## config.mk

```make
export PLATFORM = sky130hd
export DESIGN_NAME = ssca_ctrl
export DESIGN_NICKNAME = d
export VERILOG_FILES = /design/src/rtl/ssca_pkg.sv /design/src/rtl/ssca_ctrl.sv
export SDC_FILE = /design/constraint.sdc
export NUM_CORES = 1
export LEC_CHECK = 0
export ABC_AREA = 1
export BUFFER_PORTS_ARGS = -buffer_cell sky130_fd_sc_hd__buf_4
export CAP_MARGIN = 20
export CORE_AREA = 8 8 45 47
export DETAILED_ROUTE_END_ITERATION = 7
export DIE_AREA = 0 0 53 55
export PLACE_DENSITY = 0.88
export SETUP_SLACK_MARGIN = 0.1
export SLEW_MARGIN = 25
export SYNTH_ARGS = -nofsm -noshare
export SYNTH_HDL_FRONTEND = slang
export SYNTH_SLANG_ARGS = --single-unit
```

## constraint.sdc

```tcl
create_clock -name clk -period 2.6 [get_ports clk]
set_input_delay 0.52 -clock clk [delete_from_list [all_inputs] [get_ports clk]]
set_output_delay 0.52 -clock clk [all_outputs]
set_load 0.005 [all_outputs]
```

## src/rtl/ssca_pkg.sv

```systemverilog
package ssca_pkg;

  localparam int POOL_PAGES     = 64;
  localparam int PAGE_BYTES     = 4096;
  localparam int HEADER_BYTES   = 32;
  localparam int SLOTS_PER_PAGE = 512;
  localparam int NUM_CLASSES    = 9;
  localparam int MIN_STRIDE     = 8;

  localparam int PG_W      = (POOL_PAGES > 1) ? $clog2(POOL_PAGES) : 1;
  localparam int PGL_W     = PG_W + 1;
  localparam int SLOT_W    = $clog2(SLOTS_PER_PAGE);
  localparam int OFF_W     = $clog2(PAGE_BYTES);
  localparam int CLS_W     = 4;
  localparam int STRIDE_SH = $clog2(MIN_STRIDE);
  localparam int LINK_AW   = PG_W + SLOT_W;
  localparam int GRP       = 8;
  localparam int GRP_W     = $clog2(GRP);
  localparam int NGRP      = (POOL_PAGES + GRP - 1) / GRP;
  localparam int PAD_W     = NGRP * GRP;
  localparam int CFG_AW    = 3;

  localparam logic [PGL_W-1:0] PAGE_NIL = {PGL_W{1'b1}};
  localparam logic             CMD_ALLOC = 1'b0;
  localparam logic             CMD_FREE  = 1'b1;

  typedef enum logic [1:0] {
    ST_OK    = 2'd0,
    ST_OOM   = 2'd1,
    ST_LARGE = 2'd2,
    ST_BAD   = 2'd3
  } status_t;

  typedef struct packed {
    logic [CLS_W-1:0]  cls;
    logic [SLOT_W-1:0] used;
    logic [SLOT_W-1:0] head;
  } page_info_t;

  typedef enum logic [3:0] {
    S_IDLE, S_DEC, S_SCAN, S_THREAD, S_AWAIT, S_RLINK, S_LWAIT,
    S_FWAIT, S_FCHK, S_RM1, S_RM2, S_PUSH1, S_PUSH2, S_OUT
  } state_t;

  typedef enum logic [3:0] {
    DP_NOP, DP_LOAD, DP_SCAN, DP_RESULT, DP_CLAIM, DP_THREAD, DP_RD_INFO,
    DP_LD_INFO, DP_UPD_ALLOC, DP_UPD_FREE, DP_RM_WR, DP_PUSH1, DP_PUSH2, DP_OUT
  } dp_op_t;

  typedef struct packed {
    dp_op_t  op;
    status_t code;
  } cmd_t;

  typedef struct packed {
    logic is_free;
    logic null_free;
    logic pre_bad;
    logic too_large;
    logic hd_valid;
    logic none_free;
    logic thread_last;
    logic free_bad;
    logic full_new;
    logic in_list;
    logic used_zero;
    logic last_obj;
    logic out_free;
  } stat_t;

  // smallest class whose stride holds the size; NUM_CLASSES when too large
  function automatic logic [CLS_W-1:0] size_class(input logic [15:0] size);
    logic [16:0]      s;
    logic [CLS_W-1:0] c;
    s = (size == 16'd0) ? 17'd1 : {1'b0, size};
    c = CLS_W'(NUM_CLASSES);
    for (int k = NUM_CLASSES - 1; k >= 0; k--) begin
      if (s <= (17'(MIN_STRIDE) << k)) c = CLS_W'(k);
    end
    return c;
  endfunction

  function automatic logic [SLOT_W:0] objects_of(input logic [CLS_W-1:0] cls);
    int n;
    n = (PAGE_BYTES - HEADER_BYTES) >> (int'(cls) + STRIDE_SH);
    if (int'(cls) >= NUM_CLASSES) n = 0;
    if (n > SLOTS_PER_PAGE) n = SLOTS_PER_PAGE;
    return (SLOT_W + 1)'(n);
  endfunction

endpackage

```

## src/rtl/ssca_ctrl.sv

```systemverilog
module ssca_ctrl (
  input  logic           clk,
  input  logic           rst_n,
  input  logic           in_valid,
  input  ssca_pkg::stat_t stat,
  output logic           in_ready,
  output ssca_pkg::cmd_t cmd
);
  import ssca_pkg::*;

  state_t state_r, state_nxt;

  always_ff @(posedge clk) begin
    if (!rst_n) state_r <= S_IDLE;
    else        state_r <= state_nxt;
  end

  always_comb begin
    state_nxt = state_r;
    cmd.op    = DP_NOP;
    cmd.code  = ST_OK;
    in_ready  = 1'b0;
    case (state_r)
      S_IDLE: begin
        in_ready = 1'b1;
        if (in_valid) begin
          cmd.op    = DP_LOAD;
          state_nxt = S_DEC;
        end
      end
      S_DEC: begin
        if (stat.is_free) begin
          if (stat.null_free) begin
            state_nxt = S_OUT;
          end else if (stat.pre_bad) begin
            cmd.op    = DP_RESULT;
            cmd.code  = ST_BAD;
            state_nxt = S_OUT;
          end else begin
            cmd.op    = DP_RD_INFO;
            state_nxt = S_FWAIT;
          end
        end else if (stat.too_large) begin
          cmd.op    = DP_RESULT;
          cmd.code  = ST_LARGE;
          state_nxt = S_OUT;
        end else if (stat.hd_valid) begin
          cmd.op    = DP_RD_INFO;
          state_nxt = S_AWAIT;
        end else begin
          cmd.op    = DP_SCAN;
          state_nxt = S_SCAN;
        end
      end
      S_SCAN: begin
        if (stat.none_free) begin
          cmd.op    = DP_RESULT;
          cmd.code  = ST_OOM;
          state_nxt = S_OUT;
        end else begin
          cmd.op    = DP_CLAIM;
          state_nxt = S_THREAD;
        end
      end
      S_THREAD: begin
        cmd.op = DP_THREAD;
        if (stat.thread_last) state_nxt = S_RLINK;
      end
      S_AWAIT: begin
        cmd.op    = DP_LD_INFO;
        state_nxt = S_RLINK;
      end
      S_RLINK: state_nxt = S_LWAIT;
      S_LWAIT: begin
        cmd.op = DP_UPD_ALLOC;
        if (stat.full_new && stat.in_list)        state_nxt = S_RM1;
        else if (!stat.full_new && !stat.in_list) state_nxt = S_PUSH1;
        else                                      state_nxt = S_OUT;
      end
      S_FWAIT: begin
        cmd.op    = DP_LD_INFO;
        state_nxt = S_FCHK;
      end
      S_FCHK: begin
        if (stat.free_bad) begin
          cmd.op    = DP_RESULT;
          cmd.code  = ST_BAD;
          state_nxt = S_OUT;
        end else begin
          cmd.op = DP_UPD_FREE;
          if (stat.in_list)       state_nxt = S_RM1;
          else if (stat.last_obj) state_nxt = S_OUT;
          else                    state_nxt = S_PUSH1;
        end
      end
      S_RM1: state_nxt = S_RM2;
      S_RM2: begin
        cmd.op = DP_RM_WR;
        if (stat.is_free && !stat.used_zero) state_nxt = S_PUSH1;
        else                                 state_nxt = S_OUT;
      end
      S_PUSH1: begin
        cmd.op    = DP_PUSH1;
        state_nxt = S_PUSH2;
      end
      S_PUSH2: begin
        cmd.op    = DP_PUSH2;
        state_nxt = S_OUT;
      end
      S_OUT: begin
        if (stat.out_free) begin
          cmd.op    = DP_OUT;
          state_nxt = S_IDLE;
        end
      end
      default: state_nxt = S_IDLE;
    endcase
  end
endmodule

```

# Word level (Yosys, flattened, before mapping)
# Cells that the tools add are included.
dict set report op_classes {
  eq_ne 16
  reduce_logical 9
  mux 32
}
# operator n
set op_table {}
lappend op_table {{one-hot mux 4 bit (14 select lines)} 1}
lappend op_table {{2-to-1 mux 4 bit} 12}
lappend op_table {{one-hot mux 4 bit (11 select lines)} 1}
lappend op_table {{2-to-1 mux 3 bit} 9}
lappend op_table {{equality test 4 bit (second input constant)} 6}
lappend op_table {{equality test 4 x 3 -> 1 bit (second input constant)} 4}
lappend op_table {{equality test 4 x 2 -> 1 bit (second input constant)} 2}
lappend op_table {{2-to-1 mux 2 bit} 3}
lappend op_table {{2-to-1 mux 6 bit} 1}
lappend op_table {{inequality test 2 bit (second input constant)} 3}
lappend op_table {{one-hot mux 2 bit (3 select lines)} 1}
lappend op_table {{2-to-1 mux 5 bit} 1}
lappend op_table {{equality test 4 x 1 -> 1 bit (second input constant)} 1}
lappend op_table {{zero test 4 bit} 1}
lappend op_table {{logical AND 1 bit} 3}
lappend op_table {{zero test 1 bit} 3}
lappend op_table {{2-to-1 mux 1 bit} 3}
lappend op_table {{AND reduction 3 bit} 1}
lappend op_table {{OR reduction 2 bit} 1}
dict set report word_totals {
  ff_bits 4
  input_bits 16
  output_inout_bits 7
}

# Logic depth before layout (Yosys ltp)
dict set report depth {
  ltp_word 5
  depth_mapped 10
  ltp_nobuf 9
}

# Worst setup path before layout
# Ideal clock, no wire load.
dict set report synth_timing {
  path_type {in2out}
  startpoint {in stat[11] (netlist bit)}
  endpoint {out cmd[4] (netlist bit)}
  cell_stages 3
  arrival_time_ns 1.028
  slack_ns 1.052
  path_cell_list {nor3_1 -> a21oi_1 -> o2111ai_1}
}
# item line
set synth_lines {}
lappend synth_lines {{start: declaration} ssca_ctrl.sv:5} ;# input ssca_pkg::stat_t stat,
lappend synth_lines {{end: declaration} ssca_ctrl.sv:7} ;# output ssca_pkg::cmd_t cmd

==> results.md <==
* Worst vdd ir at 608 µV
* Clock buffer depth at 2
* DR vias/cell at 5.06
* Die Y at between 50 and 60 µm
* Initial DRT Pass Iterations at 4
* Max Clock Skew at approximately 2.9 ps
* Max FFs per register at 4
* Gate Count Post-Synth at 119
* Fin. Hold Viols at 0
* ANT nets after route at 0
* Post-synthesis sequential area ratio at 0.127
* Reg2reg end: state_r[2]
* Largest net degree at the start of global routing at 9
* Clock Sinks at 4
* Hold-critical path depth at 3
* Fin crit share at 0.773
* Layout fillers at 148
* Syn Area/Cell at 5.30 µm²
* Area grow syn2layout at 31.2%
* Nets at about 160
* RSZ-0062 raised after global routing: no
* Critical path data arrival time at 1490 ps
* Initial antenna violation count at 0
* Largest register by flop count: state_r
* CTS tree: done
* Area of the multi-input gates at 449 µm²
* Final instance area at 827 µm²
* PD cells at 1060 nW/µm²
* Yosys cell types at 21
* Initial Util at 0.456
* Fraction of layout cells with a size suffix above 1 at 0.287
* Die area at roughly 2900 µm²
* # diodes at 0
* FMAX at 0.498 GHz
* Actual transition at the worst max-transition pin at about 340 ps
* Final estimated routing congestion in global placement at between 0.9 and 1
* DRT iter0 DRCs at 24
* Setup slack, reg-to-reg at 1220 ps
* Synthesized flop and latch total at 4
* Startpoint types: flip-flop
* CTS Hold Bufs at 0
* I/O pins at 23
* Cell Rows at 14
* Worst min-delay path category: input pin to flip-flop
* Post-route DRC at 0
* Worst hold start: rst_n
* Routed Wire Length at 1840 µm
* GRT Overall Usage at 0.142
* FF/Latch Area at 80.1 µm²
* Post-synth net total at 136
* Pins Over Slew Limit at 0
* CP Max Fanout at 8
* RR Startpoint: state_r[1]
* Synth Warn # at 0
* Cells on worst reg2reg path at 8
* Mapped cell area at about 630 µm²
* Port Buffers at 22
* WL per Instance at 11.5 µm
* Biggest registers after layout: state_r: 4 flops
* Vias at ~810
* Post-route setup TNS at 0 ps
* Clk Latency, worst-skew pair at approximately 230 ps
* Hold WS at between 400 and 500 ps
* Setup-failing EPs final at 0
* Critical Path End Type: primary output
* Final min period at 2010 ps
* GR Overflow Total at 0
* Post-CTS resize count at 0
* Max-cap violations at 0
* CORE AREA at 1380 µm²
* Leakage at 0.000496 µW
* First-pass GRT wire length at ~3200 µm
* CP Data Required Time at 2080 ps
* Worst slew margin at 0.771
* CTS Buf Count at 3
* H-tree Lvls at 1
* WHS Endpoint: state_r[1]
* Post-CTS setup buffer count at 0
* Die W at 53 µm
* Status: complete, no violations
* DP HPWL at 1610 µm
* WS Path Type: flip-flop to primary output
* Root buffer cell: clkbuf_4
* Vias in the first global route at just over 800
* Post-Place Cell Area at 805 µm²
* Clk slew on worst S/H paths at 40 ps
==> report_power, final <==
group          leakage [µW]  total, µW  internal, µW  switching [µW]
Clock             0.0000138       77.4          51.7            25.7
Combinational      0.000450        647           277             369
Sequential        0.0000329        152          91.0            60.8
==> cells in the mapped netlist (all sizes together) <==
cell type	number	area (µm²)
a21oi	6	30.0
buf	1	11.3
dfxtp	4	80.1
ha	1	12.5
inv	24	90.1
nand2	40	155
nand3	9	45.0
nand3b	2	18.8
nand4	4	25.0
nor2	17	83.8
nor3	3	15.0
nor4	1	6.26
o2111ai	2	17.5
o21ai	4	23.8
o41ai	1	16.3
==> worst max-delay path, stage by stage, from the launching register on <==
cell     delay [ps]
dfxtp_1         490
nand2_1         160
nand4_1         120
nand2_1          80
nor3_1          150
nand4_1         110
buf_4           150
==> worst max path at each step <==
stage / cells past startpoint / endpoint / from
6_report: 6 / cmd[2] / state_r[1]
5_1_grt: 6 / cmd[2] / state_r[1]
4_1_cts: 7 / cmd[3] / state_r[1]
3_5_place_dp: 5 / cmd[4] / stat[11]
3_3_place_gp: 5 / cmd[4] / stat[11]
2_1_floorplan: 3 / cmd[4] / stat[11]
==> placed cells by master (no fill, tap or decap) <==
cell type,instances
nor2_1,11
nand3_1,9
nor4_1,1
a21oi_1,6
nor3_1,3
nor2_2,5
o21ai_0,3
nand3b_2,1
inv_1,19
buf_4,22
nand3b_1,1
o21ai_2,1
clkbuf_4,3
o41ai_2,1
dfxtp_1,4
nand2_2,2
nand4_1,4
ha_1,1
nor2_4,1
inv_2,5
o2111ai_1,2
nand2_1,38
==> metal layers <==
layer	track usage	vias up	share of wire
met5	0	-	0
met4	0.0647	0	0.0076
met3	0.0294	2	0.059
met2	0.246	25	0.47
met1	0.163	348	0.47
li1	-	430	-
==> area by class of cell <==
class / instances / share of cell area
inverters: 24 / 0.109
clock buffers: 3 / 0.0272
flip-flops and latches: 4 / 0.0968
multi-input cells: 90 / 0.543
well taps: 16 / 0.0242
repair buffers: 22 / 0.200
==> kinds of logic (layout without fill, tap and decap cells) <==
family,count (synthesis),in the layout,share of synthesized area
flops,4,4,0.127
compound gates,13,13,0.139
fa+ha+maj,1,1,0.0198
simple gates,76,76,0.554
buf+inv,25,49,0.161
==> through the flow <==
stage                     setup WS [ps]  power, µW  std cells   util
after CTS                           599        883        159  0.598
final                               590        876        159  0.598
after floorplan                    1050        559        119      -
after global placement              758        788        156  0.581
after global routing                423        978        159  0.598
after detailed placement            695        800        156  0.581
Power figures use the tool's default switching activity.
